==> config.mk <==
export PLATFORM = sky130hd
export DESIGN_NAME = ppd_scale
export DESIGN_NICKNAME = d
export VERILOG_FILES = /design/src/hw/rtl/ppd_pkg.sv /design/src/hw/rtl/ppd_scale.sv
export SDC_FILE = /design/constraint.sdc
export NUM_CORES = 1
export LEC_CHECK = 0
export BUFFER_PORTS_ARGS = -buffer_cell sky130_fd_sc_hd__buf_4
export CORE_AREA = 2 2 229 231
export DETAILED_ROUTE_END_ITERATION = 8
export DIE_AREA = 0 0 231 233
export GPL_ROUTABILITY_DRIVEN = 0
export PLACE_DENSITY = 0.69
export SETUP_SLACK_MARGIN = 0.5
export SYNTH_ARGS = -nofsm -noshare
export SYNTH_HDL_FRONTEND = slang
export SYNTH_SLANG_ARGS = --single-unit
==> constraint.sdc <==
create_clock -name clk_i -period 3.7 [get_ports clk_i]
set_input_delay 0 -clock clk_i [delete_from_list [all_inputs] [get_ports clk_i]]
set_output_delay 0 -clock clk_i [all_outputs]
set_load 0.005 [all_outputs]
==> src/hw/rtl/ppd_pkg.sv <==
// shared widths, codes and payload types of the periodic pair distance block
// no dependencies; used by every module of the block
`default_nettype none

package ppd_pkg;

  // atom index range and widths of the data path
  localparam int ATOM_INDEX_COUNT = 128;
  localparam int INDEX_W = $clog2(ATOM_INDEX_COUNT);
  localparam int COORD_W = 24;
  localparam int AXES = 3;
  localparam int SQ_W = 2 * COORD_W;
  localparam int ROOT_W = COORD_W;
  localparam int REM_W = ROOT_W + 2;
  localparam int DIST_W = 24;

  // root bits resolved in each square root stage
  localparam int ROOT_BITS_PER_STAGE = 2;
  localparam int ROOT_STAGES = ROOT_W / ROOT_BITS_PER_STAGE;

  // half a box in Q0.24
  localparam logic [COORD_W-1:0] HALF_BOX = {1'b1, {(COORD_W-1){1'b0}}};
  localparam logic [DIST_W-1:0] DIST_MAX = '1;

  // configuration register map
  localparam int CFG_IDX_W = 2;
  localparam logic [CFG_IDX_W-1:0] CFG_BOX_LENGTH_SCALE = 2'd0;
  localparam logic [CFG_IDX_W-1:0] CFG_BOND_CUTOFF = 2'd1;
  localparam logic [DIST_W-1:0] BOX_LENGTH_RESET = 24'd65536;
  localparam logic [DIST_W-1:0] BOND_CUTOFF_RESET = 24'd137626;

  typedef logic [AXES-1:0][COORD_W-1:0] coord_vec_t;

  typedef struct packed {
    logic [INDEX_W-1:0] center;
    logic [INDEX_W-1:0] partner;
  } index_pair_t;

  // front end to square root
  typedef struct packed {
    logic [SQ_W-1:0] sum;
    index_pair_t     idx;
  } sum_item_t;

  // square root to scaling
  typedef struct packed {
    logic [ROOT_W-1:0] root;
    index_pair_t       idx;
  } root_item_t;

  // final result
  typedef struct packed {
    logic [DIST_W-1:0] distance;
    logic [DIST_W-1:0] graph;
    logic              bonded;
    index_pair_t       idx;
  } result_t;

endpackage

`default_nettype wire

==> src/hw/rtl/ppd_scale.sv <==
// back end: box length scaling, rounding, saturation and cutoff test (2 stages)
// depends on ppd_pkg
`default_nettype none

module ppd_scale (
  input  wire logic                        clk_i,
  input  wire logic                        rst_ni,
  input  wire logic                        in_valid_i,
  output logic                             in_ready_o,
  input  wire ppd_pkg::root_item_t         in_item_i,
  input  wire logic [ppd_pkg::DIST_W-1:0]  box_length_i,
  input  wire logic [ppd_pkg::DIST_W-1:0]  bond_cutoff_i,
  output logic                             out_valid_o,
  input  wire logic                        out_ready_i,
  output ppd_pkg::result_t                 out_item_o
);

  localparam int PROD_W = ppd_pkg::ROOT_W + ppd_pkg::DIST_W;
  localparam logic [PROD_W:0] ROUND_HALF = (PROD_W + 1)'(1) << (ppd_pkg::ROOT_W - 1);

  logic v1_q, v2_q;
  logic rdy1, rdy2;
  logic [PROD_W-1:0]    prod_q;
  ppd_pkg::index_pair_t idx1_q;
  ppd_pkg::result_t     res_q;

  logic [PROD_W:0]               rounded;
  logic [ppd_pkg::DIST_W:0]      quot;
  logic [ppd_pkg::DIST_W-1:0]    distance;
  logic                          bonded;

  assign rdy2 = !v2_q || out_ready_i;
  assign rdy1 = !v1_q || rdy2;
  assign in_ready_o = rdy1;

  // valid bits
  always_ff @(posedge clk_i or negedge rst_ni) begin
    if (!rst_ni) begin
      v1_q <= 1'b0;
      v2_q <= 1'b0;
    end else begin
      if (rdy1) v1_q <= in_valid_i;
      if (rdy2) v2_q <= v1_q;
    end
  end

  // stage 1: root times box length
  always_ff @(posedge clk_i) begin
    if (rdy1 && in_valid_i) begin
      prod_q <= PROD_W'(in_item_i.root) * PROD_W'(box_length_i);
      idx1_q <= in_item_i.idx;
    end
  end

  // round half up back to Q8.16, saturate, compare against cutoff
  always_comb begin
    rounded = {1'b0, prod_q} + ROUND_HALF;
    quot = rounded[PROD_W -: (ppd_pkg::DIST_W + 1)];
    distance = quot[ppd_pkg::DIST_W] ? ppd_pkg::DIST_MAX : quot[ppd_pkg::DIST_W-1:0];
    bonded = distance < bond_cutoff_i;
  end

  // stage 2: output register
  always_ff @(posedge clk_i) begin
    if (rdy2 && v1_q) begin
      res_q.distance <= distance;
      res_q.graph <= bonded ? distance : '0;
      res_q.bonded <= bonded;
      res_q.idx <= idx1_q;
    end
  end

  assign out_valid_o = v2_q;
  assign out_item_o = res_q;

endmodule

`default_nettype wire

==> run metrics <==
outcome complete, but fails checks; failing checks negative setup slack; delay-heaviest family, CP adder cells; Final nets 3566; Most Frequent Cell on Critical Path fa_1; input/output buffers 154; Critical Path RT 3.79 ns; Final min period 5.89 ns; CP Launch Type primary input; Slew @ Worst Pin 1.00 ns; Routed WL 61000 um; Final WS setup -2.19 ns; number of global-route vias before repair 19500; Mapped Cells 2399; share of the synthesized area in the top cell type 42.0%; DRC errors left 0; Critical path buffers and inverters 4; htree depth 3; final non-filler cell area 29300 um^2; CTS Buf Count 9; CP Class primary input to flop; Mapped Avg Cell Area 9.56 um^2; TritonCTS clock tree built; Syn. warnings 0; n_diodes 0; FF-to-FF path depth 17; DIE AREA 53800 um^2; EDFF count, synth 102; Synth Register Bits 104; largest net degree at the start of global routing 45; Post-synth ARST share 1.92%; cell count along the critical path 22; Vias 17500; post-synthesis cell area 22900 um^2; count of pins over their slew limit 0; grt ovf 0; WHS 0.369 ns; fmax 170 MHz; DIE HEIGHT 233 um; RSZ-0062 raised after global routing yes; clk_skew 0.0126 ns; Slew headroom 33.3%; clk sinks 104; Synth area leaders fa_1, edfxtp_1, ha_1; Fin. Hold Viols 0; DIE WIDTH 231 um; Tcrit/Tclk final 159%; master of the slowest instance on the critical path fa_2; CORE AREA 51100 um^2; length of the first detailed-routing pass in iterations 5; Synth top cells by count inv_1, fa_1, nand2_1, and2_1, ha_1; FP Rows 83; Setup violations, final 25; drt initial violations 925; Area Overhead vs Synth 27.8%; GRT Total Usage 23.2%; top-count cell post-synth inv_1; Hold Path Class primary input to flop; CP arrival 5.98 ns; MaxCap Viol Count 0; CP peak stage delay 0.59 ns; hpwl dp 50200 um; hold path cells 2; drt wl/cell 17.5 um; first-pass GRT wire length 99300 um; largest fanout on the critical path 8; crit-path cells buf_12 > buf_8 > and2_1 > fa_1 > inv_1 > fa_1 > inv_1 > fa_1 > fa_2 > fa_2 > fa_2 > fa_1 > ha_4 > nand4_1 > or3_4 > nor3_4 > o21ai_2 > and3_4 > o21ai_4 > a41oi_4 > o21bai_1 > xor2_1; initial antenna violation count 0; Net Count, Synth 3164; remaining antenna violation count after routing 0; worst-skew pair later-pin latency 0.35 ns; post-synthesis sequential area ratio 13.6%; CTS Root Cell clkbuf_16; Post-DP Area 26900 um^2; CTS clk-pin slew, worst paths 0.07 ns; layout cells sized above 1 25.4%; io pins 155; clock tree buffer depth 2; CP Capture Type flop; Yosys top cell by area fa_1; Synth cell types 62; Main synth FF type edfxtp_1; DR vias/cell 5.03; Initial Util 44.9%
## area by class of cell
class | count | area (um^2)
fill | 4262 | 21800
multi-input combinational | 1625 | 18400
timing repair buffer | 491 | 4400
sequential | 104 | 3110
inverter | 570 | 2140
tap | 680 | 851
clock buffer | 9 | 225
clock inverter | 7 | 146
## cells in the final DEF, fill, tap and decap left out, types with 5 or more instances in the layout
cell / count
a21o_1: 34
fa_2: 19
buf_12: 22
xor2_2: 5
xor2_1: 12
buf_6: 49
and4_1: 5
nand2_1: 318
nand2b_1: 6
and3_1: 10
o21ai_1: 7
a21oi_1: 31
clkbuf_16: 11
o21a_1: 5
edfxtp_1: 102
nand2_2: 9
ha_1: 170
buf_8: 17
a21oi_4: 7
xnor2_1: 22
a21oi_2: 26
ha_4: 23
fa_1: 462
nand4_1: 15
a31oi_1: 5
and3_4: 8
nand3_1: 11
inv_2: 20
o21ai_0: 6
and2_1: 257
and2_4: 40
nor2_1: 19
buf_4: 380
inv_1: 550
dlygate4sd3_1: 19
o21ai_2: 9
## metal layers
metal	GRT usage, %	share of wire (%)	vias to the layer above
met5	0	0	-
li1	-	-	7978
met2	39.9	48	588
met3	4.15	7.1	83
met4	5.79	2.0	0
met1	30.5	43	8897
## final timing paths
kind                       slack [ns]                      endpoint                 start
setup / recovery                -2.19          prod_q[40]$_DFFE_PP_         in_item_i[23]
hold / removal                   0.37           idx1_q[5]$_DFFE_PP_          in_item_i[5]
setup reg to reg                 0.13  out_item_o[33]$_SDFFCE_PN0P_  prod_q[32]$_DFFE_PP_
hold reg to reg                  0.42       out_item_o[9]$_DFFE_PP_   idx1_q[9]$_DFFE_PP_
max in group asynchronous        3.04              v1_q$_DFFE_PN0N_                rst_ni
min in group asynchronous        0.53       out_valid_o$_DFFE_PN0P_                rst_ni
## logic make-up (layout without fill, tap and decap cells)
family | after synthesis | after routing | share of synthesized area (%)
simple gates | 735 | 738 | 16.4
fa+ha+maj | 675 | 675 | 52.6
buf+inv | 673 | 1077 | 11.0
compound gates | 169 | 169 | 4.80
flops | 104 | 104 | 13.6
xor+xnor | 43 | 43 | 1.64
## per-stage QoR
step	std cells	setup WS (ns)	utilization (%)	TNS, ns
2_1_floorplan	2399	-2.21	-	-46.70
3_3_place_gp	3385	-2.63	52.6	-60.59
3_5_place_dp	3385	-2.74	52.6	-64.32
4_1_cts	3466	-2.13	56.3	-48.54
5_1_grt	3486	-2.37	57.4	-54.10
6_report	3486	-2.19	57.4	-50.37
## sequential cells by signal (all words and copies together) (netlist names)
signal,cells
prod_q,25
out_valid_o,1
out_item_o,63
v1_q,1
idx1_q,14
## worst register-to-register path, cell delays in order (launching register included)
cell and delay, ns:
edfxtp_1 0.36, inv_1 0.05, or4_4 0.55, nor2_4 0.11
and4_4 0.21, and2_4 0.17, nand4_1 0.17, xor2_2 0.24
nand2_2 0.12, ha_4 0.27, a21o_1 0.18, a21o_1 0.16
a21oi_2 0.14, o21ai_2 0.08, a21oi_4 0.15, buf_6 0.17
buf_6 0.14, and3_4 0.17
## timing repair
| item | 4_1_cts | 5_1_grt |
|---|---|---|
| hold buffers | 19 | 0 |
| setup buffers | 43 | 18 |
| gates resized for setup | 227 | 75 |
| endpoints found under the hold margin | 18 | 0 |
| setup endpoints to repair | 50 | 50 |
| gates cloned | 3 | 2 |
| pin swaps | 99 | 56 |
Power is left out: the tool's default activity adds up to more than one toggle a clock period on the data nets, which glitch-free logic cannot reach.
