## src/hw/rtl/ppd_pkg.sv

```systemverilog
// shared widths, codes and payload types of the periodic pair distance block
// no dependencies; used by every module of the block
`default_nettype none

package ppd_pkg;

  // atom index range and widths of the data path
  localparam int ATOM_INDEX_COUNT = 128;
  localparam int INDEX_W = $clog2(ATOM_INDEX_COUNT);
  localparam int COORD_W = 24;
  localparam int AXES = 3;
  localparam int SQ_W = 2 * COORD_W;
  localparam int ROOT_W = COORD_W;
  localparam int REM_W = ROOT_W + 2;
  localparam int DIST_W = 24;

  // root bits resolved in each square root stage
  localparam int ROOT_BITS_PER_STAGE = 2;
  localparam int ROOT_STAGES = ROOT_W / ROOT_BITS_PER_STAGE;

  // half a box in Q0.24
  localparam logic [COORD_W-1:0] HALF_BOX = {1'b1, {(COORD_W-1){1'b0}}};
  localparam logic [DIST_W-1:0] DIST_MAX = '1;

  // configuration register map
  localparam int CFG_IDX_W = 2;
  localparam logic [CFG_IDX_W-1:0] CFG_BOX_LENGTH_SCALE = 2'd0;
  localparam logic [CFG_IDX_W-1:0] CFG_BOND_CUTOFF = 2'd1;
  localparam logic [DIST_W-1:0] BOX_LENGTH_RESET = 24'd65536;
  localparam logic [DIST_W-1:0] BOND_CUTOFF_RESET = 24'd137626;

  typedef logic [AXES-1:0][COORD_W-1:0] coord_vec_t;

  typedef struct packed {
    logic [INDEX_W-1:0] center;
    logic [INDEX_W-1:0] partner;
  } index_pair_t;

  // front end to square root
  typedef struct packed {
    logic [SQ_W-1:0] sum;
    index_pair_t     idx;
  } sum_item_t;

  // square root to scaling
  typedef struct packed {
    logic [ROOT_W-1:0] root;
    index_pair_t       idx;
  } root_item_t;

  // final result
  typedef struct packed {
    logic [DIST_W-1:0] distance;
    logic [DIST_W-1:0] graph;
    logic              bonded;
    index_pair_t       idx;
  } result_t;

endpackage

`default_nettype wire

```

## src/hw/rtl/ppd_front.sv

```systemverilog
// front end: minimum image per axis, squares, and sum of squares (3 stages)
// depends on ppd_pkg
`default_nettype none

module ppd_front (
  input  wire logic               clk_i,
  input  wire logic               rst_ni,
  input  wire logic               in_valid_i,
  output logic                    in_ready_o,
  input  wire ppd_pkg::coord_vec_t center_i,
  input  wire ppd_pkg::coord_vec_t partner_i,
  input  wire ppd_pkg::index_pair_t idx_i,
  output logic                    out_valid_o,
  input  wire logic               out_ready_i,
  output ppd_pkg::sum_item_t      out_item_o
);

  // nearest image magnitude from the difference taken modulo one box
  function automatic logic [ppd_pkg::COORD_W-1:0] image_mag(
    input logic [ppd_pkg::COORD_W-1:0] c,
    input logic [ppd_pkg::COORD_W-1:0] p
  );
    logic [ppd_pkg::COORD_W-1:0] u;
    u = c - p;
    if (u > ppd_pkg::HALF_BOX) begin
      return ppd_pkg::COORD_W'(0) - u;
    end
    return u;
  endfunction

  logic v1_q, v2_q, v3_q;
  logic rdy1, rdy2, rdy3;
  logic [ppd_pkg::AXES-1:0][ppd_pkg::COORD_W-1:0] mag_q;
  logic [ppd_pkg::AXES-1:0][ppd_pkg::SQ_W-1:0] sq_q;
  ppd_pkg::index_pair_t idx1_q, idx2_q;
  ppd_pkg::sum_item_t   item_q;

  // stage handshake: a stage moves when empty or when its successor moves
  assign rdy3 = !v3_q || out_ready_i;
  assign rdy2 = !v2_q || rdy3;
  assign rdy1 = !v1_q || rdy2;
  assign in_ready_o = rdy1;

  // valid bits
  always_ff @(posedge clk_i or negedge rst_ni) begin
    if (!rst_ni) begin
      v1_q <= 1'b0;
      v2_q <= 1'b0;
      v3_q <= 1'b0;
    end else begin
      if (rdy1) v1_q <= in_valid_i;
      if (rdy2) v2_q <= v1_q;
      if (rdy3) v3_q <= v2_q;
    end
  end

  // stage 1: minimum image magnitudes
  always_ff @(posedge clk_i) begin
    if (rdy1 && in_valid_i) begin
      for (int a = 0; a < ppd_pkg::AXES; a++) begin
        mag_q[a] <= image_mag(center_i[a], partner_i[a]);
      end
      idx1_q <= idx_i;
    end
  end

  // stage 2: one square per axis
  always_ff @(posedge clk_i) begin
    if (rdy2 && v1_q) begin
      for (int a = 0; a < ppd_pkg::AXES; a++) begin
        sq_q[a] <= ppd_pkg::SQ_W'(mag_q[a]) * ppd_pkg::SQ_W'(mag_q[a]);
      end
      idx2_q <= idx1_q;
    end
  end

  // stage 3: sum of squares, at most 3 * 2^46 so it fits
  always_ff @(posedge clk_i) begin
    if (rdy3 && v2_q) begin
      item_q.sum <= sq_q[0] + sq_q[1] + sq_q[2];
      item_q.idx <= idx2_q;
    end
  end

  assign out_valid_o = v3_q;
  assign out_item_o = item_q;

endmodule

`default_nettype wire

```

## config.mk

```make
export PLATFORM = sky130hd
export DESIGN_NAME = ppd_front
export DESIGN_NICKNAME = d
export VERILOG_FILES = /design/src/hw/rtl/ppd_pkg.sv /design/src/hw/rtl/ppd_front.sv
export SDC_FILE = /design/constraint.sdc
export NUM_CORES = 2
export LEC_CHECK = 0
export ABC_AREA = 1
export BUFFER_PORTS_ARGS = -buffer_cell sky130_fd_sc_hd__buf_4
export CAP_MARGIN = 10
export CORE_ASPECT_RATIO = 0.5
export CORE_MARGIN = 1.5
export CORE_UTILIZATION = 25
export DETAILED_ROUTE_END_ITERATION = 8
export GPL_ROUTABILITY_DRIVEN = 0
export MAX_ROUTING_LAYER = met4
export PLACE_DENSITY = 0.43
export SLEW_MARGIN = 20
export SYNTH_ARGS = -nofsm -noshare
export SYNTH_HDL_FRONTEND = slang
export SYNTH_SLANG_ARGS = --single-unit
```

## constraint.sdc

```tcl
create_clock -name clk_i -period 19.85 [get_ports clk_i]
set_input_delay 0.9925 -clock clk_i [delete_from_list [all_inputs] [get_ports clk_i]]
set_output_delay 0.9925 -clock clk_i [all_outputs]
set_load 0.05 [all_outputs]
```

==> reports/qor.txt <==
Row count - 138
RSZ-0062 raised after global routing - false
Hold Buf Count CTS - 0
WHS - 0.1314 ns
Drt total wl - 202.5 mm
Initial core utilization - 0.2516
Residual DRC count - 0
Multi-input logic area - 51360 um^2
Core Area - 283200 um^2
# clock sinks - 306
I/O Buffers - 225
Share of cells above drive strength 1 - 0.05260
Die ar. - 288400 um^2
Worst Reg-to-Reg Cells - 23
Syn_area_per_cell - 8.147 um^2
Crit path DAT - 7.96 ns
Final hold vios - 0
Vias - 53329
Synth area leaders - fa_1 37%, inv_1 14%, edfxtp_1 13%
Critical path launch point type - flop
Post-synthesis adder-cell area fraction - 0.4833
Fraction of registers with async set or reset after synthesis - 0.009804
Max_slew headroom - 0.3032
Pin count of the biggest net entering global routing - 71
Setup TNS - 0 ns
Die Ht - 380.5 um
Synth unique cells - 49
Status - completed
Reg2reg start - mag_q[56]$_DFFE_PP_
Global-route wire length before repair - 327.5 mm
H-tree levels - 2
Largest family of logic cells by synthesized area - adder cells
CTS clk-pin slew, worst paths - 0.06 ns
Cells after synthesis - 8746
Fill cell count - 31049
Area growth from synthesis to layout - 11.11%
Grt total ovfl - 0
Sequential Area - 9174 um^2
# Post-CTS Setup Buffers - 0
Setup crit start - mag_q[56]$_DFFE_PP_
Root buffer cell - clkbuf_16
# setup viols final - 0
I/O pin cnt - 226
EDFF count, synth - 303
Max Cap Viol - 0
CTS tree - built
Final Max Tran Viols - 0
WL/cell - 15.87 um
Sequential-to-total area share from yosys stat - 0.1287
DRT Pass-1 Iters - 6
Global-route usage over all layers - 0.1483
HPWL Detailed - 169.9 mm
Syn. warnings - 0
Top cell type's share of synthesized area - 0.3700
CP required - 20.26 ns
Initial antenna violation count - 1
Vias in the first global route - 57991
Max clock buf depth - 3
Synth Area in Compound Gates - 0.04622
Fmax - 132.5 MHz
Synthesis-stage register bit count - 306
Ys flop type - edfxtp_1
Final period util - 0.3803
Skew-Pair Late Insertion Delay - 0.64 ns
Skew final - 0.04982 ns
Kind of end point of the critical path - flop
Post-synthesis mux area share - 0
Max FO, Critical Path - 13
DRT antenna net count - 0
Mapped cell area - 71260 um^2
Crit Path Category - reg -> reg
Post-synthesis simple-gate area fraction - 0.1586
DR vias/cell - 4.181
Final min period - 7.549 ns
Slew @ Worst Pin - 1.045 ns
Nets - 11063
Post-synthesis xor/xnor area fraction - 0.03243
Cts bufs inserted - 42
First DRT Iteration DRCs - 2674
Largest area contributor in the synthesized netlist - fa_1
Post-CTS Resized - 0
Chip width - 758.0 um
Hold Path Class - in -> async
Final core occ - 0.2796
[per-stage QoR]
stage	instance area [um^2]	instances	setup WS, ns
finish	79170	12755	12.30
global route	79170	12754	11.81
CTS	79140	12751	12.16
detailed placement	77680	12673	12.22
global placement	77620	12669	12.26
floorplan	71260	8748	13.48
[final timing paths]
kind	end	slack (ns)
min	out_valid_o$_DFFE_PN0P_	0.13
max reg2reg	sq_q[122]$_DFFE_PP_	12.30
max	sq_q[122]$_DFFE_PP_	12.30
min in group clk_i	out_item_o[6]$_DFFE_PP_	0.41
min reg2reg	out_item_o[6]$_DFFE_PP_	0.41
max in group asynchronous	v1_q$_DFFE_PN0N_	19.62
[cell families (layout without fill, tap and decap cells)]
| group | after synthesis | after routing |
|---|---|---|
| adders and majority gates | 1962 | 1962 |
| and+or+nand+nor | 2776 | 2776 |
| AOI/OAI and AO/OA | 588 | 588 |
| xor gates and xnor gates | 263 | 263 |
| buffers and inverters | 2850 | 3075 |
| other | 1 | 5 |
| DFF | 306 | 306 |
[synth_stat cells (3+ instances only)]
cell         n
nand4_1     61
and3_1       7
nand3b_1     8
a21oi_1    276
buf_6        4
edfxtp_1   303
nor3_1      51
a21oi_2      6
nand2_4      5
o21ai_0    159
nor2_1     419
o221ai_1     5
nor2_2      19
nor4_1      22
a21o_1      22
a21boi_0    12
ha_1       645
xor2_1     178
nand3_2     10
nand3_1    204
o21bai_1    27
xnor2_1     84
a31oi_1     43
nand2_1   1923
or2_2        5
inv_1     2683
nor2_4       5
o31ai_1      3
inv_2        9
dfrtp_1      3
o211ai_1     6
and2_1       3
fa_1      1317
o21a_1      21
buf_2        3
nand2_2     32
clkbuf_1   148
[flip-flops by register name, summed over array words and instances, names as in the netlist]
name	flops
idx1_q	14
idx2_q	14
mag_q	72
out_item_o	62
out_valid_o	1
sq_q	141
v1_q	1
v2_q	1
[critical path, cell delays in order (launching register included)]
cell      delay [ns]
edfxtp_1        0.86
buf_4           0.36
nand2_1         0.16
fa_1            0.57
inv_1           0.05
fa_1            0.51
inv_1           0.06
fa_1            0.47
fa_1            0.53
inv_1           0.06
fa_1            0.49
fa_1            0.49
inv_1           0.05
fa_1            0.47
inv_1           0.05
ha_1            0.38
a21oi_1         0.29
o21ai_0         0.11
inv_1           0.12
o21ai_0         0.08
or2_2           0.31
a21oi_1         0.37
o21ai_0         0.16
xor2_1          0.33
[metal layers]
| layer | track usage | vias to the layer above | wire (um) |
|---|---|---|---|
| li1 | - | 26060 | - |
| met2 | 0.2411 | 830 | 93870 |
| met5 | - | - | 0 |
| met4 | 0.02459 | 0 | 3430 |
| met3 | 0.01386 | 149 | 7095 |
| met1 | 0.2038 | 26290 | 98090 |
[final cells by class]
cell class | instances | area share
Timing Repair Buffer | 304 | 0.02940
Sequential cell | 306 | 0.1159
Clock inverter | 32 | 0.004931
Tap cell | 3780 | 0.05974
Inverter | 2693 | 0.1278
Clock buffer | 46 | 0.01346
Antenna cell | 2 | 0.00006322
Multi-Input combinational cell | 5592 | 0.6487
[layout by cell type, fill, tap and decap left out, drive strengths merged, types with 6 or more instances in the layout]
cell and n:
inv 2704, nand2 1961, fa 1317, ha 645, nor2 443, buf 304, edfxtp 303, a21oi 282
nand3 214, xor2 178, o21ai 159, xnor2 85, nand4 61, nor3 51, clkbuf 46, a31oi 43
o21bai 27, a21o 22, nor4 22, o21a 21, a21boi 14, clkinv 11, nand3b 8, and3 7
o211ai 6, or2 6
Power is not shown: default switching activity piles up to over one toggle a cycle in this logic, so the estimate is an artifact.
