--- config.mk ---
export PLATFORM = sky130hd
export DESIGN_NAME = ppd_root
export DESIGN_NICKNAME = d
export VERILOG_FILES = /design/src/hw/rtl/ppd_pkg.sv /design/src/hw/rtl/ppd_root.sv
export SDC_FILE = /design/constraint.sdc
export NUM_CORES = 2
export LEC_CHECK = 0
export BUFFER_PORTS_ARGS = -buffer_cell sky130_fd_sc_hd__buf_2
export CAP_MARGIN = 20
export CORE_ASPECT_RATIO = 1.75
export CORE_MARGIN = 8
export CORE_UTILIZATION = 35
export DETAILED_ROUTE_END_ITERATION = 10
export PLACE_DENSITY = 0.5
export SLEW_MARGIN = 25
export SYNTH_ARGS = -nofsm -noshare
export SYNTH_HDL_FRONTEND = slang
export SYNTH_SLANG_ARGS = --single-unit
export TNS_END_PERCENT = 10
--- constraint.sdc ---
create_clock -name clk_i -period 5.2 [get_ports clk_i]
set_clock_uncertainty 0.2 [all_clocks]
set_input_delay 0.78 -clock clk_i [delete_from_list [all_inputs] [get_ports clk_i]]
set_output_delay 0.78 -clock clk_i [all_outputs]
set_load 0.05 [all_outputs]
--- src/hw/rtl/ppd_pkg.sv ---
// shared widths, codes and payload types of the periodic pair distance block
// no dependencies; used by every module of the block
`default_nettype none

package ppd_pkg;

  // atom index range and widths of the data path
  localparam int ATOM_INDEX_COUNT = 128;
  localparam int INDEX_W = $clog2(ATOM_INDEX_COUNT);
  localparam int COORD_W = 24;
  localparam int AXES = 3;
  localparam int SQ_W = 2 * COORD_W;
  localparam int ROOT_W = COORD_W;
  localparam int REM_W = ROOT_W + 2;
  localparam int DIST_W = 24;

  // root bits resolved in each square root stage
  localparam int ROOT_BITS_PER_STAGE = 2;
  localparam int ROOT_STAGES = ROOT_W / ROOT_BITS_PER_STAGE;

  // half a box in Q0.24
  localparam logic [COORD_W-1:0] HALF_BOX = {1'b1, {(COORD_W-1){1'b0}}};
  localparam logic [DIST_W-1:0] DIST_MAX = '1;

  // configuration register map
  localparam int CFG_IDX_W = 2;
  localparam logic [CFG_IDX_W-1:0] CFG_BOX_LENGTH_SCALE = 2'd0;
  localparam logic [CFG_IDX_W-1:0] CFG_BOND_CUTOFF = 2'd1;
  localparam logic [DIST_W-1:0] BOX_LENGTH_RESET = 24'd65536;
  localparam logic [DIST_W-1:0] BOND_CUTOFF_RESET = 24'd137626;

  typedef logic [AXES-1:0][COORD_W-1:0] coord_vec_t;

  typedef struct packed {
    logic [INDEX_W-1:0] center;
    logic [INDEX_W-1:0] partner;
  } index_pair_t;

  // front end to square root
  typedef struct packed {
    logic [SQ_W-1:0] sum;
    index_pair_t     idx;
  } sum_item_t;

  // square root to scaling
  typedef struct packed {
    logic [ROOT_W-1:0] root;
    index_pair_t       idx;
  } root_item_t;

  // final result
  typedef struct packed {
    logic [DIST_W-1:0] distance;
    logic [DIST_W-1:0] graph;
    logic              bonded;
    index_pair_t       idx;
  } result_t;

endpackage

`default_nettype wire

--- src/hw/rtl/ppd_root.sv ---
// pipelined floor square root, two result bits per stage
// depends on ppd_pkg
`default_nettype none

module ppd_root (
  input  wire logic               clk_i,
  input  wire logic               rst_ni,
  input  wire logic               in_valid_i,
  output logic                    in_ready_o,
  input  wire ppd_pkg::sum_item_t in_item_i,
  output logic                    out_valid_o,
  input  wire logic               out_ready_i,
  output ppd_pkg::root_item_t     out_item_o
);

  typedef struct packed {
    logic [ppd_pkg::SQ_W-1:0]   rad;
    logic [ppd_pkg::REM_W-1:0]  rem;
    logic [ppd_pkg::ROOT_W-1:0] root;
  } step_t;

  // one restoring step: bring down two radicand bits, try root*4+1
  function automatic step_t sqrt_step(input step_t cur);
    step_t nxt;
    logic [ppd_pkg::REM_W-1:0] rem_t;
    logic [ppd_pkg::REM_W-1:0] trial;
    rem_t = {cur.rem[ppd_pkg::REM_W-3:0], cur.rad[ppd_pkg::SQ_W-1 -: 2]};
    trial = {cur.root, 2'b01};
    nxt.rad = {cur.rad[ppd_pkg::SQ_W-3:0], 2'b00};
    if (rem_t >= trial) begin
      nxt.rem = rem_t - trial;
      nxt.root = {cur.root[ppd_pkg::ROOT_W-2:0], 1'b1};
    end else begin
      nxt.rem = rem_t;
      nxt.root = {cur.root[ppd_pkg::ROOT_W-2:0], 1'b0};
    end
    return nxt;
  endfunction

  logic [ppd_pkg::ROOT_STAGES-1:0] v_q;
  logic [ppd_pkg::ROOT_STAGES-1:0] stg_ready;
  step_t                st_q  [ppd_pkg::ROOT_STAGES];
  ppd_pkg::index_pair_t idx_q [ppd_pkg::ROOT_STAGES];

  for (genvar s = 0; s < ppd_pkg::ROOT_STAGES; s++) begin : g_stage
    logic                 up_v;
    step_t                up_st;
    ppd_pkg::index_pair_t up_idx;
    logic                 down_ready;
    step_t                nxt_st;

    // upstream source
    if (s == 0) begin : g_first
      assign up_v = in_valid_i;
      assign up_st = '{rad: in_item_i.sum, rem: '0, root: '0};
      assign up_idx = in_item_i.idx;
    end else begin : g_next
      assign up_v = v_q[s-1];
      assign up_st = st_q[s-1];
      assign up_idx = idx_q[s-1];
    end

    // downstream ready
    if (s == ppd_pkg::ROOT_STAGES - 1) begin : g_last
      assign down_ready = out_ready_i;
    end else begin : g_mid
      assign down_ready = stg_ready[s+1];
    end

    assign stg_ready[s] = !v_q[s] || down_ready;

    // chained steps of this stage
    always_comb begin
      nxt_st = up_st;
      for (int k = 0; k < ppd_pkg::ROOT_BITS_PER_STAGE; k++) begin
        nxt_st = sqrt_step(nxt_st);
      end
    end

    always_ff @(posedge clk_i or negedge rst_ni) begin
      if (!rst_ni) begin
        v_q[s] <= 1'b0;
      end else if (stg_ready[s]) begin
        v_q[s] <= up_v;
      end
    end

    always_ff @(posedge clk_i) begin
      if (stg_ready[s] && up_v) begin
        st_q[s] <= nxt_st;
        idx_q[s] <= up_idx;
      end
    end
  end

  assign in_ready_o = stg_ready[0];
  assign out_valid_o = v_q[ppd_pkg::ROOT_STAGES-1];
  assign out_item_o.root = st_q[ppd_pkg::ROOT_STAGES-1].root;
  assign out_item_o.idx = idx_q[ppd_pkg::ROOT_STAGES-1];

endmodule

`default_nettype wire

==> impl_metrics.py <==
metrics = {
    "worst_setup_path": {
        "crit_start": "st_q[2][25]",
        "crit_required_ns": 5.47,
        "cp_max_fo": 7,
        "r2r_start": "st_q[2][25]",
        "endpoint_kind": "register",
        "cp.arrival_ns": 5.74,
        "startpoint_type": "register",
        "crit_type": "reg2reg",
    },
    "logic_synthesis": {
        "yosysWarnings": 0,
        "yosysSeqAreaShare_pct": 51.71,
        "syn-instance-count": 4459,
        "synth-seq-cells": 850,
        "syn_area_um2": 49250,
        "synth_edf_count": 838,
        "async_flop_share_pct": 1.412,
        "avgSynthCellArea_um2": 11.04,
        "synth_flop_cell": "edfxtp_1",
        "synth_cell_types": 111,
    },
    "die": {
        "io-pin-count": 106,
        "die_y_um": 512.2,
        "coreArea_um2": 140000,
        "dieArea_um2": 153400,
        "rows": 182,
        "die-width_um": 299.6,
        "start_util_pct": 35.16,
    },
    "route": {
        "drtIter0Drc": 1770,
        "wl_um": 148900,
        "met3_length_um": 3882,
        "drtAntennaViolNets": 0,
        "dr.max_layer_used": "met4",
        "vias_per_cell": 5.083,
        "routedWlPerCell_um": 19.49,
        "wl_met1_um": 45690,
        "vias": 38830,
        "drt_pass1_iterations": 5,
        "wl_met2_um": 86770,
        "drcViolationCount": 0,
    },
    "placement": {
        "post-dp-hpwl_um": 120000,
        "port_buffers": 105,
        "place.gp.congestion": 0.9376,
        "place_ws_ns": -0.9836,
        "dpl.cell_count": 7397,
    },
    "power": {
        "total_power_mw": 26.98,
        "power_frac_seq_pct": 36.4,
        "combPwrFrac_pct": 40.8,
        "p_int_mw": 17.81,
        "cellLeakagePower_nw": 27.29,
        "peakVddDrop_v": 0.0002715,
        "p_per_area_nw_per_um2": 414.4,
        "p_clk_share_pct": 22.8,
        "power.switching_mw": 9.169,
        "swShare_pct": 33.98,
    },
    "global_routing": {
        "grt_pass1_wl_um": 222600,
        "grt_pass1_vias": 40430,
        "gr-usage-all-layers_pct": 18.76,
        "grt_overflow": 0,
        "antenna_found_initial": 9,
        "grt_max_degree": 83,
    },
    "job": {
        "drv_cap": 0,
    },
    "run_status": {
        "status": "finished, violations left",
        "violations": "negative setup slack",
    },
    "min_path": {
        "min_from": "in_item_i[38]",
        "hp-class": "in2reg",
    },
    "cts": {
        "cts_num_sinks": 850,
        "htreeDepth": 3,
        "numCtsBuffers": 85,
        "clk_pin_slew_worst_paths_ns": 0.06,
        "clockBufferDepth": 3,
        "clock_latency_ns": 0.72,
        "root_buffer": "clkbuf_16",
        "cts_tree": "yes",
    },
    "final_layout": {
        "nets": 6118,
        "layout.cells.non_filler": 7640,
        "syn2layout_area_growth_pct": 32.22,
        "drive_above_1_share_pct": 29.86,
    },
    "timing": {
        "fin_crit_sh_pct": 105.3,
        "setup_ws_ns": -0.2751,
        "min_period_ns": 5.475,
        "setup_tns_ns": -7.701,
        "report.final.hold_viol_count": 0,
        "fmax_mhz": 182.6,
        "maxSlewViolCount": 0,
        "grt_setup_unrepaired": "yes",
        "max_slew_margin_pct": 37.29,
        "worst_slew_pin_slew_ns": 0.9321,
        "setup_violations": 49,
    },
}
power groups by stage:
stage / Clock, mW / Sequential, mW / Combinational [mW]
floorplan: 0 / 9.94 / 5.74
global placement: 0 / 9.93 / 10.2
detailed placement: 0 / 9.95 / 10.2
CTS: 6.39 / 9.82 / 10.7
global route: 6.60 / 9.94 / 12.0
finish: 6.16 / 9.81 / 11.0
state kept, by name, summed over array words and instances (netlist names):
name / count
st_q: 670
idx_q: 168
g_stage.up_v: 11
out_valid_o: 1
cell families after synthesis:
group | synth area share, %
flops | 51.71
fa+ha+maj | 8.156
compound gates | 14.39
simple gates | 14.32
xor+xnor | 6.560
mux | 1.855
buf+inv | 3.008
other cells | 0.007615
critical path: stages, from the launching register on:
cell and delay [ns]:
edfxtp_1 0.43, ha_4 0.20, or3_4 0.40, o2111ai_4 0.23
a21oi_2 0.11, o41a_1 0.49, a21o_1 0.23, a21o_1 0.18
a21oi_2 0.14, xor2_1 0.16, o21ai_1 0.11, ha_1 0.30
nand4_1 0.17, or2_4 0.31, or4_4 0.49, nor3_4 0.17
nor3_2 0.07, nand4_1 0.13, nor3_4 0.06, buf_12 0.17
buf_12 0.14, mux2_4 0.29
per-stage QoR:
| step | utilization [%] | cell area (um2) | hold WS [ns] |
|---|---|---|---|
| floorplan | - | 49320 | 0.2003 |
| global placement | 42.95 | 60140 | 0.2003 |
| detailed placement | 42.95 | 60150 | 0.2045 |
| CTS | 45.69 | 63980 | 0.0006780 |
| global route | 46.49 | 65110 | 0.01916 |
| finish | 46.49 | 65110 | 0.05280 |
Yosys cell counts (all sizes together) (21+ instances only):
master	count	area share [%]
and2	32	0.41
inv	279	2.1
a21o	120	1.8
nand3	98	1.0
nor4	56	0.79
nand2	299	2.3
mux2	66	1.5
nand3b	21	0.32
nand2b	67	0.85
or4	24	0.37
nor2b	34	0.43
o21a	44	0.67
o21bai	40	0.61
a211o	21	0.37
ha	321	8.2
clkbuf	67	0.51
edfxtp	838	51
or3	51	0.66
o21ai	200	2.0
buf	34	0.36
o31ai	40	0.66
and3	45	0.57
nor2	357	2.7
or2	30	0.38
nand4	60	0.77
a21oi	344	3.5
xnor2	248	4.4
nor3	123	1.4
xor2	120	2.1
a211oi	30	0.49
o211ai	31	0.47
a31oi	37	0.47
layout by cell type, fill, tap and decap left out, types with 45 or more instances in the layout:
cell	synthesis	final
nand2_1	299	285
o21ai_0	175	145
xor2_1	120	120
nand3_1	96	91
inv_1	265	260
buf_4	2	1107
xnor2_1	247	245
ha_1	321	298
a21o_1	120	120
nor2_1	354	334
or3_1	49	45
nand4_1	59	59
buf_2	20	105
edfxtp_1	838	838
clkbuf_16	0	88
a21oi_1	344	299
nand2b_1	67	65
nor3_1	113	104
layout make-up:
cell class / count / area, um2
clock inverters: 50 / 555.5
inverters: 281 / 1091
repair inverters: 1 / 5.005
fillers: 13250 / 74940
well taps: 1840 / 2302
repair buffers: 1283 / 9813
clock buffers: 104 / 2230
multi-input cells: 3229 / 23650
flip-flops and latches: 850 / 25460
diodes: 2 / 5.005
per-layer routing:
metal  GRT usage, %  vias up
met1          15.50    18410
met3          2.027      422
met5              0        -
met2          39.08      742
met4          14.08        0
li1               -    19250
what timing repair did:
item                       CTS  global route
buffers inserted            29            25
pin swaps                   28            52
cloned                       1             3
resized for setup          127           196
setup endpoints to repair  135           165
hold buffers                29             0
hold endpoints to repair    40             0
final timing paths:
path | end | slack, ns | depth (start not counted)
max in group asynchronous | g_stage[8].up_v | 4.23 | 2
worst min register to register | st_q[1][275] | 0.18 | 0
worst max-delay path | st_q[2][121] | -0.28 | 21
worst max register to register | st_q[2][121] | -0.28 | 21
min in group asynchronous | g_stage[2].up_v | 0.33 | 2
worst min-delay path | st_q[0][74] | 0.05 | 1
(Power assumes the default switching activity.)
